File: config.mk
export PLATFORM = sky130hd
export DESIGN_NAME = scan_device_dedup_table
export DESIGN_NICKNAME = d
export VERILOG_FILES = /design/src/hdl/sdd_pkg.sv /design/src/hdl/sdd_ram.sv /design/src/hdl/sdd_ctrl.sv /design/src/hdl/sdd_datapath.sv /design/src/hdl/scan_device_dedup_table.sv
export VERILOG_INCLUDE_DIRS = /design/src /design/src/hdl
export SDC_FILE = /design/constraint.sdc
export NUM_CORES = 1
export LEC_CHECK = 0
export ABC_AREA = 1
export BUFFER_PORTS_ARGS = -buffer_cell sky130_fd_sc_hd__buf_2
export CORE_MARGIN = 4
export CORE_UTILIZATION = 30
export DETAILED_ROUTE_END_ITERATION = 7
export GPL_TIMING_DRIVEN = 0
export SLEW_MARGIN = 20
export SYNTH_ARGS = -nofsm -noshare
export SYNTH_HDL_FRONTEND = slang
export SYNTH_HIERARCHICAL = 1
export SYNTH_SLANG_ARGS = --single-unit
export TNS_END_PERCENT = 30
File: constraint.sdc
create_clock -name clk -period 5.15 [get_ports clk]
set_input_delay 0.2575 -clock clk [delete_from_list [all_inputs] [get_ports clk]]
set_output_delay 0.2575 -clock clk [all_outputs]
set_load 0.01 [all_outputs]
File: src/hdl/scan_device_dedup_table_defines.svh
// assertion macros shared by the scan device dedup table modules
`ifndef SCAN_DEVICE_DEDUP_TABLE_DEFINES_SVH
`define SCAN_DEVICE_DEDUP_TABLE_DEFINES_SVH

// same-cycle implication, sampled on clk and held off during reset
`define SDD_ASSERT_IMPL(lbl, ante, cons, msg) \
    lbl: assert property (@(posedge clk) disable iff (!rst_n) (ante) |-> (cons)) \
        else $error(msg);

// next-cycle implication, sampled on clk and held off during reset
`define SDD_ASSERT_NEXT(lbl, ante, cons, msg) \
    lbl: assert property (@(posedge clk) disable iff (!rst_n) (ante) |=> (cons)) \
        else $error(msg);

`endif

File: src/hdl/sdd_pkg.sv
// types and constants of the scan device dedup table
`timescale 1ns / 1ps

package sdd_pkg;

    // command codes
    localparam logic [1:0] CMD_ADD   = 2'd0;
    localparam logic [1:0] CMD_FIND  = 2'd1;
    localparam logic [1:0] CMD_CLEAR = 2'd2;
    localparam logic [1:0] CMD_NONE  = 2'd3;

    // address type reported when an address is absent
    localparam logic [7:0] TYPE_PUBLIC = 8'd0;

    typedef struct packed {
        logic [1:0]         cmd;
        logic [47:0]        dev_addr;
        logic [7:0]         dev_type;
        logic signed [7:0]  signal_dbm;
    } sdd_req_t;

    typedef struct packed {
        logic               hit;
        logic               added;
        logic               dropped;
        logic [3:0]         slot;
        logic [7:0]         type_out;
        logic signed [7:0]  best_dbm;
        logic [4:0]         used;
    } sdd_rsp_t;

    // one stored table entry
    typedef struct packed {
        logic [47:0]        addr;
        logic [7:0]         dev_type;
        logic signed [7:0]  strength;
    } sdd_entry_t;

    // controller to datapath
    typedef struct packed {
        logic load;
        logic scan;
        logic finish;
    } sdd_ctrl_t;

    // datapath to controller
    typedef struct packed {
        logic match;
        logic scan_done;
    } sdd_stat_t;

endpackage

File: src/hdl/sdd_ram.sv
// generic single-write, single-read ram with registered read data
`timescale 1ns / 1ps

module sdd_ram #(
    parameter int WIDTH = 64,
    parameter int DEPTH = 16
) (
    input  logic                                  clk,
    input  logic                                  wr_en,
    input  logic [(DEPTH > 1 ? $clog2(DEPTH) : 1)-1:0] wr_addr,
    input  logic [WIDTH-1:0]                      wr_data,
    input  logic                                  rd_en,
    input  logic [(DEPTH > 1 ? $clog2(DEPTH) : 1)-1:0] rd_addr,
    output logic [WIDTH-1:0]                      rd_data
);

    logic [WIDTH-1:0] mem [DEPTH];
    logic [WIDTH-1:0] rd_data_reg;

    // write port and registered read port
    always_ff @(posedge clk)
    begin
        if (wr_en)
        begin
            mem[wr_addr] <= wr_data;
        end
        if (rd_en)
        begin
            rd_data_reg <= mem[rd_addr];
        end
    end

    assign rd_data = rd_data_reg;

endmodule

File: src/hdl/sdd_ctrl.sv
// sequencing state machine of the scan device dedup table
`timescale 1ns / 1ps
`include "scan_device_dedup_table_defines.svh"

module sdd_ctrl
    import sdd_pkg::*;
(
    input  logic      clk,
    input  logic      rst_n,
    input  logic      req_valid,
    output logic      req_ready,
    output logic      rsp_valid,
    input  logic      rsp_ready,
    input  sdd_stat_t stat,
    output sdd_ctrl_t ctrl
);

    typedef enum logic [1:0] {
        ST_IDLE,
        ST_SCAN,
        ST_FINISH,
        ST_OUT
    } state_t;

    state_t state_reg;
    state_t state_next;
    logic   rsp_valid_reg;
    logic   rsp_valid_next;

    // next state and commands
    always_comb
    begin
        state_next     = state_reg;
        rsp_valid_next = rsp_valid_reg;
        ctrl           = '0;
        unique case (state_reg)
            ST_IDLE:
            begin
                if (req_valid)
                begin
                    ctrl.load  = 1'b1;
                    state_next = ST_SCAN;
                end
            end
            ST_SCAN:
            begin
                ctrl.scan = 1'b1;
                if (stat.match || stat.scan_done)
                begin
                    state_next = ST_FINISH;
                end
            end
            ST_FINISH:
            begin
                ctrl.finish    = 1'b1;
                rsp_valid_next = 1'b1;
                state_next     = ST_OUT;
            end
            ST_OUT:
            begin
                if (rsp_ready)
                begin
                    rsp_valid_next = 1'b0;
                    state_next     = ST_IDLE;
                end
            end
            default:
            begin
                state_next = ST_IDLE;
            end
        endcase
    end

    // state and registered outputs
    always_ff @(posedge clk or negedge rst_n)
    begin
        if (!rst_n)
        begin
            state_reg     <= ST_IDLE;
            rsp_valid_reg <= 1'b0;
        end
        else
        begin
            state_reg     <= state_next;
            rsp_valid_reg <= rsp_valid_next;
        end
    end

    assign req_ready = (state_reg == ST_IDLE);
    assign rsp_valid = rsp_valid_reg;

    // checks
    `SDD_ASSERT_IMPL(a_one_item, rsp_valid_reg, !req_ready, "new item taken while result pending")
    `SDD_ASSERT_IMPL(a_one_cmd, 1'b1, $onehot0(ctrl), "more than one datapath command")
    `SDD_ASSERT_NEXT(a_finish_out, ctrl.finish, rsp_valid_reg, "result not shown after finish")

endmodule

File: src/hdl/sdd_datapath.sv
// table storage, search and update logic of the scan device dedup table
`timescale 1ns / 1ps
`include "scan_device_dedup_table_defines.svh"

module sdd_datapath
    import sdd_pkg::*;
#(
    parameter int MAX_ENTRIES = 16
) (
    input  logic      clk,
    input  logic      rst_n,
    input  sdd_req_t  req,
    input  sdd_ctrl_t ctrl,
    output sdd_stat_t stat,
    output sdd_rsp_t  rsp
);

    localparam int IDXW = (MAX_ENTRIES > 1) ? $clog2(MAX_ENTRIES) : 1;
    localparam int CNTW = $clog2(MAX_ENTRIES + 1);
    localparam int EW   = $bits(sdd_entry_t);
    localparam logic [CNTW-1:0] FULL_COUNT = CNTW'(MAX_ENTRIES);

    sdd_req_t         item_reg;
    logic [CNTW-1:0]  count_reg;
    logic [CNTW-1:0]  count_next;
    logic [CNTW-1:0]  issue_reg;
    logic [IDXW-1:0]  cmp_idx_reg;
    logic             rd_vld_reg;
    logic             hit_reg;
    logic [IDXW-1:0]  hit_idx_reg;
    sdd_entry_t       hit_entry_reg;
    sdd_rsp_t         rsp_reg;
    sdd_rsp_t         rsp_next;

    logic             is_lookup;
    logic             rd_en;
    logic [EW-1:0]    rd_data;
    sdd_entry_t       rd_entry;
    logic             match;
    logic             full;
    logic             wr_en;
    logic [IDXW-1:0]  wr_addr;
    sdd_entry_t       wr_entry;
    logic [IDXW-1:0]  sel_idx;
    logic [IDXW+3:0]  slot_wide;
    logic [CNTW+4:0]  used_wide;
    logic signed [7:0] new_strength;

    assign is_lookup = (item_reg.cmd == CMD_ADD) || (item_reg.cmd == CMD_FIND);
    assign full      = (count_reg >= FULL_COUNT);

    // linear search: one read issued per cycle, compared in the cycle after
    assign rd_entry = sdd_entry_t'(rd_data);
    assign match    = rd_vld_reg && is_lookup && (rd_entry.addr == item_reg.dev_addr);
    assign rd_en    = ctrl.scan && is_lookup && !match && (issue_reg < count_reg);

    assign stat.match     = match;
    assign stat.scan_done = !is_lookup || ((issue_reg >= count_reg) && !rd_vld_reg);

    sdd_ram #(
        .WIDTH (EW),
        .DEPTH (MAX_ENTRIES)
    ) u_table (
        .clk     (clk),
        .wr_en   (wr_en),
        .wr_addr (wr_addr),
        .wr_data (wr_entry),
        .rd_en   (rd_en),
        .rd_addr (issue_reg[IDXW-1:0]),
        .rd_data (rd_data)
    );

    // result, table write and count update on finish
    always_comb
    begin
        rsp_next     = '0;
        count_next   = count_reg;
        wr_en        = 1'b0;
        wr_addr      = count_reg[IDXW-1:0];
        new_strength = item_reg.signal_dbm;
        wr_entry     = '{addr: item_reg.dev_addr, dev_type: item_reg.dev_type,
                         strength: item_reg.signal_dbm};
        sel_idx      = hit_reg ? hit_idx_reg : count_reg[IDXW-1:0];
        slot_wide    = {4'b0, sel_idx};
        unique case (item_reg.cmd)
            CMD_ADD:
            begin
                if (hit_reg)
                begin
                    new_strength = (item_reg.signal_dbm > hit_entry_reg.strength) ?
                                   item_reg.signal_dbm : hit_entry_reg.strength;
                    wr_entry          = hit_entry_reg;
                    wr_entry.strength = new_strength;
                    wr_addr           = hit_idx_reg;
                    wr_en             = ctrl.finish;
                    rsp_next.hit      = 1'b1;
                    rsp_next.slot     = slot_wide[3:0];
                    rsp_next.type_out = hit_entry_reg.dev_type;
                    rsp_next.best_dbm = new_strength;
                end
                else if (full)
                begin
                    rsp_next.dropped = 1'b1;
                end
                else
                begin
                    wr_en             = ctrl.finish;
                    count_next        = count_reg + 1'b1;
                    rsp_next.added    = 1'b1;
                    rsp_next.slot     = slot_wide[3:0];
                    rsp_next.type_out = item_reg.dev_type;
                    rsp_next.best_dbm = item_reg.signal_dbm;
                end
            end
            CMD_FIND:
            begin
                if (hit_reg)
                begin
                    rsp_next.hit      = 1'b1;
                    rsp_next.slot     = slot_wide[3:0];
                    rsp_next.type_out = hit_entry_reg.dev_type;
                    rsp_next.best_dbm = hit_entry_reg.strength;
                end
                else
                begin
                    rsp_next.type_out = TYPE_PUBLIC;
                end
            end
            CMD_CLEAR:
            begin
                count_next = '0;
            end
            CMD_NONE:
            begin
                count_next = count_reg;
            end
            default:
            begin
                count_next = count_reg;
            end
        endcase
        used_wide     = {5'b0, count_next};
        rsp_next.used = used_wide[4:0];
    end

    // control state: count, search pointers, hit flag
    always_ff @(posedge clk or negedge rst_n)
    begin
        if (!rst_n)
        begin
            count_reg  <= '0;
            issue_reg  <= '0;
            rd_vld_reg <= 1'b0;
            hit_reg    <= 1'b0;
        end
        else
        begin
            rd_vld_reg <= rd_en;
            if (ctrl.load)
            begin
                issue_reg <= '0;
                hit_reg   <= 1'b0;
            end
            else if (rd_en)
            begin
                issue_reg <= issue_reg + 1'b1;
            end
            if (ctrl.scan && match)
            begin
                hit_reg <= 1'b1;
            end
            if (ctrl.finish)
            begin
                count_reg <= count_next;
            end
        end
    end

    // payload registers
    always_ff @(posedge clk)
    begin
        if (ctrl.load)
        begin
            item_reg <= req;
        end
        if (rd_en)
        begin
            cmp_idx_reg <= issue_reg[IDXW-1:0];
        end
        if (ctrl.scan && match)
        begin
            hit_idx_reg   <= cmp_idx_reg;
            hit_entry_reg <= rd_entry;
        end
        if (ctrl.finish)
        begin
            rsp_reg <= rsp_next;
        end
    end

    assign rsp = rsp_reg;

    // checks
    `SDD_ASSERT_IMPL(a_count_bound, 1'b1, count_reg <= FULL_COUNT, "entry count above table size")
    `SDD_ASSERT_NEXT(a_append_count, ctrl.finish && wr_en && !hit_reg, count_reg == $past(count_reg) + 1'b1, "append did not grow count")

endmodule

File: src/hdl/scan_device_dedup_table.sv
// Duplicate filter for discovered radio devices: holds up to MAX_ENTRIES
// 48-bit addresses with address type and strongest signal, answering add,
// find and clear commands with one result each. One item is handled at a
// time, from transfer in to result shown: load, one table read per valid
// entry through the single read port of the entry ram with the read data
// registered, a step to see the search end, finish, result. Clear and the
// unused command do no table reads. A search stops at the first matching
// entry. The next request is taken once the result has been transferred
// out.
`timescale 1ns / 1ps

module scan_device_dedup_table
    import sdd_pkg::*;
#(
    parameter int MAX_ENTRIES = 16
) (
    input  logic     clk,
    input  logic     rst_n,
    input  logic     req_valid,
    output logic     req_ready,
    input  sdd_req_t req,
    output logic     rsp_valid,
    input  logic     rsp_ready,
    output sdd_rsp_t rsp
);

    sdd_ctrl_t ctrl;
    sdd_stat_t stat;

    // sequencer
    sdd_ctrl u_ctrl (
        .clk       (clk),
        .rst_n     (rst_n),
        .req_valid (req_valid),
        .req_ready (req_ready),
        .rsp_valid (rsp_valid),
        .rsp_ready (rsp_ready),
        .stat      (stat),
        .ctrl      (ctrl)
    );

    // table and search datapath
    sdd_datapath #(
        .MAX_ENTRIES (MAX_ENTRIES)
    ) u_datapath (
        .clk   (clk),
        .rst_n (rst_n),
        .req   (req),
        .ctrl  (ctrl),
        .stat  (stat),
        .rsp   (rsp)
    );

endmodule
==> out/summary.md <==
Row generation in the floorplan step produced 156 rows. The clock passes through at most 3 buffers. The gate count of the mapped netlist came out at 5113.

The level count of the clock H-tree was 4; the wire length per cell after detailed routing was 20.2 um. Fraction of met3 tracks used by global routing: 3.10%. After synthesis the netlist holds a flip-flop and latch count of 1269. The post-route antenna net violation count is 0, and the mean number of vias per cell is 4.70. The reg-to-reg critical path endpoint was u_datapath/u_table/mem[2][41]. For the final routed wirelength across all metal layers, the log shows 162 mm.

The multi-input logic area came out at 11800 sq um. For this run, the leading register cell type out of synthesis is sky130_fd_sc_hd__edfxtp_1. The tightest min-delay check is of the in2reg type.

The tools report the number of buffers added for setup after CTS as 0. Global routing consumed, over all layers together, 16.7% of the routing resources. The vertical extent of the die is 435 um. After clock tree synthesis, the clock-pin slew on the worst setup and hold paths is 0.06 ns. For met2 alone, demand over resource in global routing was 26.9%.

The synthesized netlist occupies a cell area of 54600 sq um. Entering global routing, the biggest net connects 50 pins. Max-cap violations in this run came to 0. In the final layout, flip-flops and latches occupy 38000 sq um. In this run the standard cell core region covers 181000 sq um. The pre-antenna-repair detailed-routing pass consisted of 7 iterations. Measured along the x axis, the die boundary spans 435 um. The register with the most flip-flops in the layout has 1024 of them. The later pin in the worst-skew pair is clocked with a latency of 0.77 ns. The most critical setup path has its startpoint at u_datapath/item_reg[64]. Once the floorplan was initialized, standard cells occupied 30.2% of the core. Count of filler cells inserted in the layout: 17500. The proportion of register bits with asynchronous set or reset after synthesis was 1.18%.

The maximum clock frequency is 0.205 GHz. Yosys printed 6 warnings. After global routing, the most crowded layer is met2. During placement, the flow inserted port buffers numbering 99.

The total overflow left after global routing is 0. The count of cells in the finished layout, fillers not included, comes to 7997. For the worst setup path, the data required time is 5.60 ns.

The number of max-slew violations in the final report is 0, and the number of enable flip-flop cells after synthesis is 1254. Once placement completed, the tool counted placed cells totaling 7680. Root buffer cell: sky130_fd_sc_hd__clkbuf_16. IR analysis of the VDD net gives a maximum drop of 0.377 mV.

The number of failing hold endpoints at the final stage was 0; the post-synthesis net count was 5203. The share of layout cells above drive strength 1 works out to 11.3%. In this design, the stage delay of the slowest critical-path cell is 0.82 ns. The critical path goes through buf_4 -> nor2_2 -> inv_2 -> nor2_4 -> clkbuf_1 -> o21ai_0 -> nor2_1 -> nand2_1 -> nor2_4 -> buf_12 -> buf_12 -> buf_16. The run finished with clean final reports. The final period utilization is 94.6%, and the initial antenna violation count is 5. The startpoint identified for the worst register-to-register timing path is u_datapath/item_reg[64]. The floorplan step defined a die boundary enclosing 189000 sq um. The logs give 69.6% for the sequential fraction of the synthesis area and 37600 for the total vias in the final route. The tools report the last element of the critical path as u_datapath/u_table/mem[2][41]. The worst setup slack after placement was 0.243 ns.

The clock period minus worst slack is 4.87 ns, and the worst setup slack for register-to-register paths is 0.28 ns. For the post-layout worst setup margin, the log shows 0.279 ns. Power density over the cells: 474 nW/um^2. The met1 demand-to-capacity share in global routing was 22.0%.

The tools report the max-slew headroom at the worst pin as 31.1%. The class of the most critical setup path was reg2reg. The run gives 100 as the number of primary I/O pins. The number of cells traversed by the worst register-to-register path works out to 12. The HPWL after detailed placement is 112 mm. In this run the worst path has a maximum fanout of 18.

Averaged over all synthesized cells, the footprint is 10.7 sq um. The final setup violation count is 0, and the DRC violations left is 0. Routability-driven placement finished with a final weighted congestion of 0.878. The logs give 235 mm for the global-route wire length before repair and 5609 for the number of nets at the end of the flow. Setup repair after global routing left no endpoint under its margin. Between clock sinks in the finished design, the worst skew comes to 0.0314 ns.

On the critical path, the stage with the largest delay is an instance of sky130_fd_sc_hd__clkbuf_1. In this run, CTS created clock tree buffers numbering 137. For this design the static power due to leakage is 26.9 nW. For this block, the initial DRC count from the detailed router was 4198. The worst setup path is launched from a flip-flop.

The worst setup path is captured at a flip-flop. Synthesis instantiated 37 different standard cells from the library. For the number of clock sinks, the log shows 1269. TritonCTS built the clock tree. At the pin with the least slew margin, the transition time is 1.03 ns.

The area growth from synthesis to layout is 18.9%. For the via count of the first global-routing pass, the log shows 35700. The critical path data arrival time came out at 5.33 ns.
==> stage by stage <==
stage,TNS (ns),hold WS [ns],instance area [sq um],power (mW),util (%)
floorplan,0,-0.0381,54600,17.9,-
global placement,-4023.05,0.184,58100,21.1,32.1
detailed placement,0,0.192,60000,21.4,33.2
CTS,0,0.149,65000,30.9,35.9
global route,0,0.174,65000,32.1,35.9
finish,0,0.205,65000,30.8,35.9
==> power by group <==
part | internal (mW) | switching (mW)
registers | 12.4 | 0.262
logic | 2.49 | 6.25
clock network | 5.39 | 4.06
==> routing by layer <==
metal  share of wire [%]  vias up
li1                    -    17500
met1                  41    18100
met2                  46     1692
met3                 8.8      301
met4                 4.1        2
met5              0.0080        -
==> placed cells by master (no fill, tap or decap), types with 4 or more instances in the layout <==
| cell | n |
|---|---|
| sky130_fd_sc_hd__nand2_1 | 1623 |
| sky130_fd_sc_hd__edfxtp_1 | 1254 |
| sky130_fd_sc_hd__inv_1 | 915 |
| sky130_fd_sc_hd__nand3_1 | 791 |
| sky130_fd_sc_hd__buf_2 | 220 |
| sky130_fd_sc_hd__clkbuf_16 | 139 |
| sky130_fd_sc_hd__dlygate4sd3_1 | 70 |
| sky130_fd_sc_hd__clkbuf_1 | 59 |
| sky130_fd_sc_hd__nor2_1 | 58 |
| sky130_fd_sc_hd__buf_4 | 56 |
| sky130_fd_sc_hd__buf_6 | 54 |
| sky130_fd_sc_hd__o21ai_1 | 38 |
| sky130_fd_sc_hd__buf_12 | 31 |
| sky130_fd_sc_hd__nand4_1 | 29 |
| sky130_fd_sc_hd__clkinv_1 | 27 |
| sky130_fd_sc_hd__buf_16 | 27 |
| sky130_fd_sc_hd__o21ai_0 | 23 |
| sky130_fd_sc_hd__nor2_4 | 20 |
| sky130_fd_sc_hd__ha_1 | 19 |
| sky130_fd_sc_hd__clkinv_2 | 18 |
| sky130_fd_sc_hd__dfrtp_1 | 15 |
| sky130_fd_sc_hd__o22ai_1 | 14 |
| sky130_fd_sc_hd__a21oi_1 | 12 |
| sky130_fd_sc_hd__o21ai_2 | 11 |
| sky130_fd_sc_hd__buf_1 | 11 |
| sky130_fd_sc_hd__nor3_1 | 9 |
| sky130_fd_sc_hd__xnor2_1 | 9 |
| sky130_fd_sc_hd__bufinv_16 | 8 |
| sky130_fd_sc_hd__inv_2 | 8 |
| sky130_fd_sc_hd__clkinv_8 | 7 |
| sky130_fd_sc_hd__inv_6 | 7 |
| sky130_fd_sc_hd__nand2_2 | 5 |
| sky130_fd_sc_hd__nor2_2 | 4 |
| sky130_fd_sc_hd__clkbuf_2 | 4 |
==> how the worst min path moves through the flow <==
stage	from	to	slack, ns	cells past startpoint
global route	req[52]	u_datapath/item_reg[52]	0.17	2
global placement	rst_n	u_ctrl/rsp_valid	0.18	1
floorplan	rst_n	u_ctrl/rsp_valid	-0.04	0
finish	req[52]	u_datapath/item_reg[52]	0.20	2
detailed placement	rst_n	u_ctrl/rsp_valid	0.19	1
CTS	req[60]	u_datapath/item_reg[60]	0.15	2
==> Yosys cell counts, types with 2 or more instances <==
cell | n | share of area, %
sky130_fd_sc_hd__nor2_1 | 75 | 0.52
sky130_fd_sc_hd__nor2_4 | 3 | 0.062
sky130_fd_sc_hd__nand3_2 | 3 | 0.055
sky130_fd_sc_hd__o22ai_1 | 17 | 0.19
sky130_fd_sc_hd__ha_1 | 20 | 0.46
sky130_fd_sc_hd__a21oi_1 | 12 | 0.11
sky130_fd_sc_hd__buf_2 | 121 | 1.1
sky130_fd_sc_hd__xor2_1 | 3 | 0.048
sky130_fd_sc_hd__dfrtp_1 | 15 | 0.69
sky130_fd_sc_hd__buf_6 | 49 | 1.0
sky130_fd_sc_hd__o21ai_0 | 71 | 0.65
sky130_fd_sc_hd__nand2_2 | 5 | 0.057
sky130_fd_sc_hd__nand2_1 | 1623 | 11
sky130_fd_sc_hd__inv_1 | 917 | 6.3
sky130_fd_sc_hd__nand3_1 | 791 | 7.2
sky130_fd_sc_hd__inv_2 | 8 | 0.055
sky130_fd_sc_hd__nor3_1 | 9 | 0.082
sky130_fd_sc_hd__buf_4 | 21 | 0.29
sky130_fd_sc_hd__nand3b_1 | 3 | 0.041
sky130_fd_sc_hd__buf_1 | 11 | 0.076
sky130_fd_sc_hd__clkbuf_1 | 27 | 0.19
sky130_fd_sc_hd__or2_2 | 2 | 0.023
sky130_fd_sc_hd__xnor2_1 | 9 | 0.14
sky130_fd_sc_hd__nand4_1 | 29 | 0.33
sky130_fd_sc_hd__edfxtp_1 | 1254 | 69
sky130_fd_sc_hd__nor2_2 | 4 | 0.046
==> final cells by class <==
class	instances	area share, %
Inverter	928	5.39
Sequential cell	1269	58.5
Buffer	230	2.27
Tap cell	2370	4.56
Clock inverter	69	1.01
Clock buffer	175	5.56
Timing Repair Buffer	267	4.43
Antenna cell	3	0.0116
Multi-Input combinational cell	2686	18.2
==> worst max-delay path, delay by kind of cell, from the launching register on <==
family | cells | cell delay, ns
buffers and inverters | 6 | 1.84
AND/OR/NAND/NOR | 5 | 1.81
AO/OA/AOI/OAI | 1 | 0.46
flip-flops | 1 | 0.37
==> kinds of logic after synthesis <==
kind of cell / synth area share, %
flops: 69.6
xor+xnor: 0.192
simple gates: 19.7
fa+ha+maj: 0.458
compound gates: 1.01
buf+inv: 9.09
==> what timing repair did <==
| action | CTS | global route |
|---|---|---|
| gates resized for setup | 0 | 0 |
| hold endpoints to repair | 84 | 0 |
| hold buffers | 70 | 0 |
Note: power is estimated with default switching activity, not from simulation.
